===== src/design/tlbe_pkg.sv =====
// Shared types and constants for the triangle Lagrange basis evaluator.
// No dependencies; used by every module of the block.
package tlbe_pkg;

    localparam int ORD_W           = 3;   // order and lattice index width
    localparam int BARY_W          = 18;  // Q2.16 coordinate
    localparam int FAC_W           = 40;  // Q.24 factor word
    localparam int OUT_W           = 32;  // Q8.24 result
    localparam int NUM_W           = 64;  // recurrence numerator
    localparam int DIV_W           = 48;  // divider dividend/quotient width
    localparam int DEF_ORDER_CAP   = 6;

    localparam logic [ORD_W-1:0]   DEF_ORDER = 3'd3;
    localparam logic [FAC_W-1:0]   FAC_LIM   = 40'h7F_FFFF_FFFF;
    localparam logic [FAC_W-1:0]   Q24_ONE   = 40'h00_0100_0000;

    typedef enum logic [3:0] {
        OPD_C1,
        OPD_D1,
        OPD_C2,
        OPD_D2,
        OPD_C3,
        OPD_D3,
        OPD_PA,
        OPD_PB,
        OPD_C23,
        OPD_T1,
        OPD_BASIS,
        OPD_TR,
        OPD_TS,
        OPD_CP,
        OPD_DP,
        OPD_F
    } opnd_t;

    typedef enum logic [3:0] {
        S_IDLE,
        S_F_INIT,
        S_F_INIT2,
        S_F_MLO,
        S_F_MHI,
        S_F_SUM,
        S_F_DIVST,
        S_F_DIV,
        S_V_RD,
        S_V_MLO,
        S_V_MHI,
        S_V_WB,
        S_V_EMIT
    } state_t;

    typedef struct packed {
        logic             cap_in;
        logic [ORD_W-1:0] n;
        logic             f_init;
        logic [1:0]       coord;
        logic [ORD_W-1:0] m;
        logic             mem_we;
        logic             wr_cd;
        logic             mul_lo;
        logic             mul_hi;
        opnd_t            mul_a;
        opnd_t            mul_b;
        logic             wb_en;
        opnd_t            wb_dst;
        logic             ld_en;
        opnd_t            ld_dst;
        logic [1:0]       rd_coord;
        logic             rd_cd;
        logic [ORD_W-1:0] rd_m;
        logic             sum;
        logic             add_cn;
        logic             div_start;
        logic             fac_store;
        logic             store_d;
        logic             emit;
        logic [ORD_W-1:0] idx_i;
        logic [ORD_W-1:0] idx_j;
        logic             last;
    } dp_cmd_t;

    typedef struct packed {
        logic div_done;
        logic out_free;
    } dp_stat_t;

endpackage


===== src/design/tlbe_ctrl.sv =====
// Controller: order register, input handshake and the sequencer that walks
// the factor recurrences and the lattice. Depends on tlbe_pkg.
module tlbe_ctrl #(
    parameter int ORDER_CAP = tlbe_pkg::DEF_ORDER_CAP
) (
    input  logic                         clk,
    input  logic                         rst_n,
    input  logic                         interp_order_we,
    input  logic [tlbe_pkg::ORD_W-1:0]   interp_order,
    input  logic                         in_valid,
    output logic                         in_stall,
    output tlbe_pkg::dp_cmd_t            cmd,
    input  tlbe_pkg::dp_stat_t           stat
);
    import tlbe_pkg::*;

    localparam logic [2:0] LAST_OP = 3'd6;
    localparam logic [2:0] RD_LAST = 3'd6;

    state_t           state_reg, state_next;
    logic [ORD_W-1:0] order_reg;
    logic [ORD_W-1:0] n_reg, n_next;
    logic [1:0]       q_reg, q_next;
    logic [ORD_W-1:0] m_reg, m_next;
    logic             fd_reg, fd_next;
    logic [2:0]       rc_reg, rc_next;
    logic [2:0]       op_reg, op_next;
    logic [ORD_W-1:0] i_reg, i_next;
    logic [ORD_W-1:0] j_reg, j_next;
    logic [ORD_W-1:0] k_val;
    logic [2:0]       rc_m1;

    function automatic logic [ORD_W-1:0] clamp_order(input logic [ORD_W-1:0] v);
        if (v == '0)
            return ORD_W'(1);
        else if (v > ORD_W'(ORDER_CAP))
            return ORD_W'(ORDER_CAP);
        else
            return v;
    endfunction

    // product schedule per vertex; no product feeds the one right after it
    function automatic opnd_t op_src_a(input logic [2:0] op);
        case (op)
            3'd0:    return OPD_C1;
            3'd1:    return OPD_C2;
            3'd2:    return OPD_PA;
            3'd3:    return OPD_C1;
            3'd4:    return OPD_D1;
            3'd5:    return OPD_PA;
            default: return OPD_PB;
        endcase
    endfunction

    function automatic opnd_t op_src_b(input logic [2:0] op);
        case (op)
            3'd0:    return OPD_C2;
            3'd1:    return OPD_C3;
            3'd2:    return OPD_C3;
            3'd3:    return OPD_D2;
            3'd4:    return OPD_C23;
            3'd5:    return OPD_D3;
            default: return OPD_C3;
        endcase
    endfunction

    function automatic opnd_t op_dst(input logic [2:0] op);
        case (op)
            3'd0:    return OPD_PA;
            3'd1:    return OPD_C23;
            3'd2:    return OPD_BASIS;
            3'd3:    return OPD_PB;
            3'd4:    return OPD_T1;
            3'd5:    return OPD_TS;
            default: return OPD_TR;
        endcase
    endfunction

    function automatic opnd_t ld_dst(input logic [2:0] idx);
        case (idx)
            3'd0:    return OPD_C1;
            3'd1:    return OPD_D1;
            3'd2:    return OPD_C2;
            3'd3:    return OPD_D2;
            3'd4:    return OPD_C3;
            default: return OPD_D3;
        endcase
    endfunction

    always_ff @(posedge clk or negedge rst_n)
    begin
        if (!rst_n)
            order_reg <= DEF_ORDER;
        else if (interp_order_we)
            order_reg <= interp_order;
    end

    always_ff @(posedge clk or negedge rst_n)
    begin
        if (!rst_n)
        begin
            state_reg <= S_IDLE;
            n_reg     <= DEF_ORDER;
            q_reg     <= '0;
            m_reg     <= '0;
            fd_reg    <= 1'b0;
            rc_reg    <= '0;
            op_reg    <= '0;
            i_reg     <= '0;
            j_reg     <= '0;
        end
        else
        begin
            state_reg <= state_next;
            n_reg     <= n_next;
            q_reg     <= q_next;
            m_reg     <= m_next;
            fd_reg    <= fd_next;
            rc_reg    <= rc_next;
            op_reg    <= op_next;
            i_reg     <= i_next;
            j_reg     <= j_next;
        end
    end

    assign k_val    = n_reg - i_reg - j_reg;
    assign rc_m1    = rc_reg - 1'b1;
    assign in_stall = (state_reg != S_IDLE);

    always_comb
    begin
        state_next = state_reg;
        n_next     = n_reg;
        q_next     = q_reg;
        m_next     = m_reg;
        fd_next    = fd_reg;
        rc_next    = rc_reg;
        op_next    = op_reg;
        i_next     = i_reg;
        j_next     = j_reg;

        cmd          = '0;
        cmd.n        = n_reg;
        cmd.coord    = q_reg;
        cmd.m        = m_reg;
        cmd.mul_a    = OPD_CP;
        cmd.mul_b    = OPD_F;
        cmd.wb_dst   = OPD_PA;
        cmd.ld_dst   = OPD_C1;
        cmd.idx_i    = i_reg;
        cmd.idx_j    = j_reg;

        case (state_reg)
            S_IDLE:
            begin
                if (in_valid)
                begin
                    cmd.cap_in = 1'b1;
                    n_next     = clamp_order(order_reg);
                    q_next     = '0;
                    fd_next    = 1'b0;
                    state_next = S_F_INIT;
                end
            end
            S_F_INIT:
            begin
                cmd.f_init = 1'b1;
                cmd.m      = '0;
                cmd.mem_we = 1'b1;
                cmd.wr_cd  = 1'b0;
                state_next = S_F_INIT2;
            end
            S_F_INIT2:
            begin
                cmd.m      = '0;
                cmd.mem_we = 1'b1;
                cmd.wr_cd  = 1'b1;
                m_next     = ORD_W'(1);
                state_next = S_F_MLO;
            end
            S_F_MLO:
            begin
                cmd.mul_lo = 1'b1;
                cmd.mul_a  = fd_reg ? OPD_DP : OPD_CP;
                cmd.mul_b  = OPD_F;
                state_next = S_F_MHI;
            end
            S_F_MHI:
            begin
                cmd.mul_hi = 1'b1;
                state_next = S_F_SUM;
            end
            S_F_SUM:
            begin
                cmd.sum    = 1'b1;
                cmd.add_cn = fd_reg;
                state_next = S_F_DIVST;
            end
            S_F_DIVST:
            begin
                cmd.div_start = 1'b1;
                state_next    = S_F_DIV;
            end
            S_F_DIV:
            begin
                if (stat.div_done)
                begin
                    cmd.fac_store = 1'b1;
                    cmd.store_d   = fd_reg;
                    cmd.mem_we    = 1'b1;
                    cmd.wr_cd     = fd_reg;
                    if (!fd_reg)
                    begin
                        fd_next    = 1'b1;
                        state_next = S_F_MLO;
                    end
                    else
                    begin
                        fd_next = 1'b0;
                        if (m_reg == n_reg)
                        begin
                            if (q_reg == 2'd2)
                            begin
                                i_next     = '0;
                                j_next     = '0;
                                rc_next    = '0;
                                state_next = S_V_RD;
                            end
                            else
                            begin
                                q_next     = q_reg + 1'b1;
                                state_next = S_F_INIT;
                            end
                        end
                        else
                        begin
                            m_next     = m_reg + 1'b1;
                            state_next = S_F_MLO;
                        end
                    end
                end
            end
            S_V_RD:
            begin
                cmd.rd_cd    = rc_reg[0];
                cmd.rd_coord = rc_reg[2:1];
                case (rc_reg[2:1])
                    2'd0:    cmd.rd_m = i_reg;
                    2'd1:    cmd.rd_m = j_reg;
                    default: cmd.rd_m = k_val;
                endcase
                if (rc_reg != '0)
                begin
                    cmd.ld_en  = 1'b1;
                    cmd.ld_dst = ld_dst(rc_m1);
                end
                if (rc_reg == RD_LAST)
                begin
                    op_next    = '0;
                    state_next = S_V_MLO;
                end
                else
                    rc_next = rc_reg + 1'b1;
            end
            S_V_MLO:
            begin
                cmd.mul_lo = 1'b1;
                cmd.mul_a  = op_src_a(op_reg);
                cmd.mul_b  = op_src_b(op_reg);
                if (op_reg != '0)
                begin
                    cmd.wb_en  = 1'b1;
                    cmd.wb_dst = op_dst(op_reg - 1'b1);
                end
                state_next = S_V_MHI;
            end
            S_V_MHI:
            begin
                cmd.mul_hi = 1'b1;
                if (op_reg == LAST_OP)
                    state_next = S_V_WB;
                else
                begin
                    op_next    = op_reg + 1'b1;
                    state_next = S_V_MLO;
                end
            end
            S_V_WB:
            begin
                cmd.wb_en  = 1'b1;
                cmd.wb_dst = op_dst(op_reg);
                state_next = S_V_EMIT;
            end
            S_V_EMIT:
            begin
                if (stat.out_free)
                begin
                    cmd.emit = 1'b1;
                    cmd.last = (i_reg == n_reg);
                    rc_next  = '0;
                    if (i_reg == n_reg)
                        state_next = S_IDLE;
                    else
                    begin
                        if (j_reg == n_reg - i_reg)
                        begin
                            i_next = i_reg + 1'b1;
                            j_next = '0;
                        end
                        else
                            j_next = j_reg + 1'b1;
                        state_next = S_V_RD;
                    end
                end
            end
            default:
                state_next = S_IDLE;
        endcase
    end

endmodule


===== config.mk =====
export PLATFORM = sky130hd
export DESIGN_NAME = tlbe_ctrl
export DESIGN_NICKNAME = d
export VERILOG_FILES = /design/src/design/tlbe_pkg.sv /design/src/design/tlbe_ctrl.sv
export SDC_FILE = /design/constraint.sdc
export NUM_CORES = 1
export LEC_CHECK = 0
export ABC_AREA = 1
export BUFFER_PORTS_ARGS = -buffer_cell sky130_fd_sc_hd__buf_2
export CORE_MARGIN = 4
export CORE_UTILIZATION = 59
export DETAILED_ROUTE_END_ITERATION = 8
export GPL_ROUTABILITY_DRIVEN = 0
export HOLD_SLACK_MARGIN = 0.03
export MAX_ROUTING_LAYER = met4
export PLACE_DENSITY = 0.92
export SYNTH_ARGS = -nofsm -noshare
export SYNTH_HDL_FRONTEND = slang
export SYNTH_SLANG_ARGS = --single-unit
export TNS_END_PERCENT = 1

===== constraint.sdc =====
create_clock -name clk -period 3.3 [get_ports clk]
set_input_delay 0.495 -clock clk [delete_from_list [all_inputs] [get_ports clk]]
set_output_delay 0.495 -clock clk [all_outputs]
set_load 0.005 [all_outputs]

After elaboration in Yosys (flattened, before gate mapping)
Index checks and enable logic that the tools add are counted.
W data, S select, Z words.

word-level totals
  register bits after elaboration = 28

cells by class
  equality and inequality tests = 46
  add/sub/neg operators = 10
  reduce and logical (&&, ||, !) cells = 28
  order comparisons = 1
  mux-type cells = 71

operators with widths
  kind                   count
  $mux W3                20
  $pmux W4 S13           1
  $pmux W4 S6            2
  $mux W4                8
  $pmux W3 S2            5
  $ne A2 B2 Y1 const B   13
  $eq A3 B3 Y1 const B   7
  $eq A4 B4 Y1 const B   5
  $mux W2                10
  $eq A3 B2 Y1 const B   6
  $eq A4 B3 Y1 const B   4
  $pmux W4 S4            1
  $pmux W8 S2            1
  $add A3 B1 Y3 const B  5
  $pmux W3 S5            1
  $reduce_and A7 Y1      2
  $mux W1                13
  $logic_not A3 Y1       4
  $pmux W3 S4            1
  $mux W11               1
  $mux W5                2
  $pmux W5 S2            1
  $reduce_or A2 Y1       5
  $eq A3 B1 Y1 const B   3
  23 further kinds       35

Longest topological paths before layout
Gate-level depths: netlist of the first run.

  depth after elaboration = 6
  mapped depth = 14
  gate-level depth less buffers = 14

Least setup slack after synthesis of the first run
OpenSTA, ideal clock, no wires.

  path kind = register to output
  start = reg n_reg[0]
  end = out cmd[14] in the netlist's numbering
  required time = 2.805 ns
  setup slack = 0.941 ns
  path buffers = 0
  stages on the path, launching flop included = 8
  arrival = 1.864 ns
  path through = dfstp_2 -> inv_1 -> ha_1 -> inv_1 -> fa_1 -> inv_1 -> fa_1 -> a21oi_1

RTL lines
  what                      line              source
  start: declaration        tlbe_ctrl.sv:22   logic [ORD_W-1:0] n_reg, n_next;
  start signal: assignment  tlbe_ctrl.sv:115  n_reg <= n_next;
  end: declaration          tlbe_ctrl.sv:12   output tlbe_pkg::dp_cmd_t cmd,

==> metrics.txt, run 1 <==
Placed Cells=469; Required @ worst endpoint=2.80 ns; CTS sink count=28; Reg clk slew, reported paths=0.10 ns; Cells after Synth=364; CP Capture Type=output port; fin nets=460; die area=5450 µm²; post-layout instance area=2950 µm²; core area=4090 µm²; root buffer selected by CTS=clkbuf_8; hold slack=0.221 ns; Slowest Stage Delay on Critical Path=0.55 ns; Max Clock Freq=344 MHz; multi-input logic area=1600 µm²; Tot Pwr=2.06 mW; CP most frequent cell=inv_1; DRT iter0 DRCs=142; power share of the clock group=0.108; reg2reg path depth=12; Clock Tree Buf Depth=2; PostCTS Resize Cnt=0; pwr dens=699 nW/µm²; first-pass GRT wire length=10400 µm; Via Count=2574; Total Neg Setup Slack=0 ns; DP HPWL=4940 µm; status=complete, no violations; Cell Chain, Critical Path=inv_1 > ha_1 > inv_1 > fa_1 > inv_1 > fa_1 > a21oi_1 > buf_2; Peak VDD IR=374 µV; critical path class=flop to output port; area of the mapped netlist=2560 µm²; pin count of the biggest net entering global routing=29; vias in the first global route=2434; # Post-CTS Setup Buffers=0; Gate power share=0.597; post-DR vias/cell=5.44; CTS H-tree depth=1; IO Pins=61; Internal Pwr Total=1.01 mW; Hold Buf Count CTS=0; Netlist cell types=43; PortBufs=59; stages on the worst setup path=8; dpl cell area=2900 µm²; GRT Total Usage=0.246; Tightest Pin Transition=0.638 ns; P&R area growth vs syn=15.3%; First-pass DRT Iterations=5; drt drc=0; final hold violation count=0; CTS Buf Count=3; crit path DAT=2.41 ns; sequential share of power=0.295; unrepaired setup endpoints after global routing=no; Core Util, Final=0.722; final instance count without filler cells=473; Min-Delay Path Class=input port to asynchronous set/reset pin; Setup crit start=n_reg[0]; Switching Share=0.511; # diodes=0; Pleak=1.67 nW; DIE WIDTH=73.9 µm; layout cells sized above 1=0.215; worst slack, placed=0.742 ns; grt ovf=0; Fill cells=322; RR Startpoint=n_reg[0]; wire per inst=12.9 µm; clk_lat worst skew=0.28 ns; crit path max-delay cell type=dfstp_2; max-cap violations=0; Final Max Slew Viols=0; routed wire length=6120 µm; max reg flops=4; CTS tree=done; clock skew=0.00169 ns; Rows=23; Seq/Total Area, Yosys=0.276; Avg Synthesized Cell Area=7.03 µm²; die height=73.9 µm; CP startpoint kind=flop; most common cell after layout, fill and taps aside=nand2_1; Worst Path Max Fanout=3; Detail Route Antenna Nets=0; cell family with most CP delay=adder cells; Tcrit/Tclk final=0.881; Slew HR=0.574; final setup fails=0; syn nets=400; commonest cells after routing, fill and taps aside=nand2_1 (101), buf_2 (59), inv_1 (58); Worst Path Buf+Inv=4; Initial Util=0.626; Synth warnings=0; post-layout minimum cycle time=2.91 ns; setup slack after layout=0.392 ns; flops & latches, synth=28; NetSw=1.05 mW; FF+latch area=706 µm²; initial antenna violation count=0
metal layers:
metal | global-route usage | share of wire | vias to the layer above | wire [µm]
met1 | 0.288 | 0.43 | 1205 | 2610
met3 | 0.0246 | 0.052 | 9 | 316
li1 | - | - | 1279 | -
met4 | 0.0765 | 0.010 | 0 | 63
met2 | 0.441 | 0.51 | 81 | 3130
met5 | - | 0 | - | 0
Yosys cell counts (all sizes together):
master   instances  area share
nand2          106        0.17
inv             61       0.089
nor2            41       0.074
o21ai           29       0.064
ha              25        0.12
dfrtp           24        0.23
nand3           17       0.039
a21oi           10       0.024
nand4            6       0.015
o22ai            5       0.012
xnor2            5       0.017
dfstp            4       0.041
o211ai           4       0.012
buf              3      0.0068
nor3             3      0.0059
xor2             3       0.010
a31oi            2      0.0049
fa               2       0.016
o2111ai          2      0.0068
o21bai           2       0.010
a21boi           1      0.0044
a21o             1      0.0029
a22oi            1      0.0029
clkbuf           1      0.0015
clkinv           1      0.0015
conb             1      0.0015
mux2i            1      0.0039
nor4             1      0.0024
o2111a           1      0.0044
o31ai            1      0.0029
logic make-up (layout without fill, tap and decap cells):
| kind of cell | count (synthesis) | in the layout | share of synthesized area |
|---|---|---|---|
| multiplexers | 1 | 1 | 0.00391 |
| XOR/XNOR | 8 | 8 | 0.0274 |
| flip-flops | 28 | 28 | 0.276 |
| AO/OA/AOI/OAI | 59 | 59 | 0.152 |
| adder cells (fa/ha/maj) | 27 | 27 | 0.138 |
| AND/OR/NAND/NOR | 174 | 174 | 0.303 |
| other | 1 | 1 | 0.00147 |
| buffers and inverters | 66 | 125 | 0.0993 |
cell type report:
class	instances	share of cell area
clock buffers	4	0.0187
inverters	62	0.0789
multi-input cells	270	0.542
flip-flops and latches	28	0.239
well taps	50	0.0212
repair buffers	59	0.100
power by group through the flow:
stage	sequential, mW	clock, mW	combinational, mW
2_1_floorplan	0.561	0	0.930
3_3_place_gp	0.602	0	1.18
3_5_place_dp	0.611	0	1.22
4_1_cts	0.605	0.225	1.23
5_1_grt	0.630	0.241	1.41
6_report	0.608	0.223	1.23
path summary, 6_finish.rpt:
kind / endpoint / slack, ns
setup / recovery: cmd[14] / 0.39
hold / removal: order_reg[2] / 0.22
setup reg to reg: i_reg[1] / 0.98
hold reg to reg: order_reg[0] / 0.51
max in group asynchronous: op_reg[1] / 2.66
min in group clk: order_reg[2] / 0.41
Power figures use the tool's default switching activity.
==> inputs of run 2 (changes only) <==
ABC_AREA = not set   (was 1)
CORE_UTILIZATION = 23   (was 59)
PLACE_DENSITY = 0.46   (was 0.92)
clock period = 3.71 ns   (was 3.3 ns; I/O delays follow)
==> metrics.txt, run 2 <==
status=complete, no violations; drt drc=0; CP most frequent cell=inv_1; die height=112 µm; Rows=37; Async SR Flop Fraction=1.00; Reg clk slew, reported paths=0.09 ns; Max Clock Freq=326 MHz; Seq/Total Area, Yosys=0.283; Tcrit/Tclk final=0.828; Worst Path Max Fanout=4; Clock Tree Buf Depth=2; Netlist cell types=58; FF+latch area=706 µm²; flops & latches, synth=28; Detail Route Antenna Nets=0; Via Count=2304; share of Yosys cell area claimed by the top area cell type=0.241; CTS sink count=28; fin nets=396; post-layout minimum cycle time=3.07 ns; top_reg_cell synth=dfrtp_1; Pleak=1.42 nW; crit path max-delay cell type=dfstp_2; die area=12600 µm²; pin count of the biggest net entering global routing=29; CP startpoint kind=flop; root buffer selected by CTS=clkbuf_8; CP Capture Type=output port; DRT iter0 DRCs=163; PostCTS Resize Cnt=0; max reg flops=4; Yosys top cell by area=dfrtp_1; core area=10500 µm²; Peak VDD IR=236 µV; clock skew=0.00467 ns; critical path class=flop to output port; CTS Buf Count=3; clk_lat worst skew=0.28 ns; max-cap violations=0; EDFF count, synth=0; Required @ worst endpoint=3.15 ns; unrepaired setup endpoints after global routing=no; IO Pins=61; most common cell after layout, fill and taps aside=buf_2; Fill cells=1184; Post-synth top cells=nor2_1 (39), nand2_1 (38), ha_1 (25); final hold violation count=0; routed wire length=6830 µm; DP HPWL=5380 µm; # Post-CTS Setup Buffers=0; first-pass GRT wire length=11400 µm; grt ovf=0; vias in the first global route=2280; Slowest Stage Delay on Critical Path=0.57 ns; most frequent cell after synthesis=nor2_1; crit path DAT=2.52 ns; dpl cell area=2890 µm²; area of the mapped netlist=2490 µm²; commonest cells after routing, fill and taps aside=buf_2 (59), nor2_1 (39), nand2_1 (38); GRT Total Usage=0.112; wire per inst=13.8 µm; pwr dens=698 nW/µm²; PortBufs=59; # diodes=0; post-DR vias/cell=4.65; post-layout instance area=2950 µm²; Min-Delay Path Class=input port to asynchronous set/reset pin; DIE WIDTH=112 µm; CTS H-tree depth=1; Initial Util=0.238; Total Neg Setup Slack=0 ns; Slew HR=0.561; Final Max Slew Viols=0; Hold Buf Count CTS=0; layout cells sized above 1=0.234; multi-input logic area=1640 µm²; Cell Chain, Critical Path=inv_1 > ha_1 > inv_1 > fa_1 > inv_1 > fa_1 > nor3_1 > a221oi_1 > nor2_1 > buf_2; First-pass DRT Iterations=4; P&R area growth vs syn=18.3%; worst reg2reg setup slack=1.30 ns; top cells by area, synth=dfrtp_1 (24%), ha_1 (13%), nor2_1 (5.9%); syn nets=344; CTS tree=done; Avg Synthesized Cell Area=8.10 µm²; Tightest Pin Transition=0.659 ns; initial antenna violation count=0; final setup fails=0; Synth warnings=0; Cells after Synth=308
==> run 2: critical path: cells and delay by family, from the launching register on <==
kind	cells	cell delay, ns
fa+ha+maj	3	1.02
flops	1	0.57
simple gates	2	0.26
compound gates	1	0.07
buf+inv	4	0.33
==> run 2: through the flow <==
stage	hold WS, ns	power (mW)	util	instances	setup slack (ns)
detailed placement	0.493	1.88	0.277	491	0.933
global route	0.341	2.31	0.282	495	0.431
global placement	0.494	1.87	0.277	491	0.968
floorplan	0.261	1.51	-	308	1.10
CTS	0.323	2.09	0.282	495	0.603
finish	0.299	2.06	0.282	495	0.638
==> run 2: worst paths after layout <==
kind | startpoint | to | cells after the start
max | n_reg[0] | cmd[14] | 10
min | rst_n | order_reg[2] | 1
max reg2reg | n_reg[0] | j_reg[2] | 8
min reg2reg | n_reg[0] | n_reg[0] | 2
max in group asynchronous | rst_n | fd_reg | 1
min in group clk | interp_order[2] | order_reg[2] | 2
==> run 2: routing by layer <==
metal / part of all wire / up-vias / track usage
met5: 0 / - / -
met4: 0.0042 / 0 / 0.0144
met3: 0.040 / 4 / 0.0210
met2: 0.46 / 43 / 0.176
met1: 0.50 / 1085 / 0.153
li1: - / 1172 / -
==> run 2: where the power goes <==
part | internal (mW) | total, mW | switching [mW] | leakage [nW]
Clock | 0.0953 | 0.195 | 0.0996 | 0.0288
Sequential | 0.415 | 0.639 | 0.224 | 0.345
Combinational | 0.544 | 1.22 | 0.681 | 1.05
==> run 2: cell families (layout without fill, tap and decap cells) <==
| family | Yosys count | after routing | synth area share |
|---|---|---|---|
| xor gates and xnor gates | 11 | 11 | 0.0386 |
| muxes | 11 | 11 | 0.0482 |
| other | 1 | 1 | 0.00150 |
| DFF | 28 | 28 | 0.283 |
| adders and majority gates | 27 | 27 | 0.141 |
| buffers and inverters | 34 | 85 | 0.0592 |
| AOI/OAI and AO/OA | 71 | 71 | 0.184 |
| and+or+nand+nor | 125 | 125 | 0.244 |
==> run 2: layout make-up <==
cell class / instances / area share
multi-input cells: 246 / 0.556
flip-flops and latches: 28 / 0.239
repair buffers: 59 / 0.100
well taps: 136 / 0.0577
inverters: 22 / 0.0280
clock buffers: 4 / 0.0187
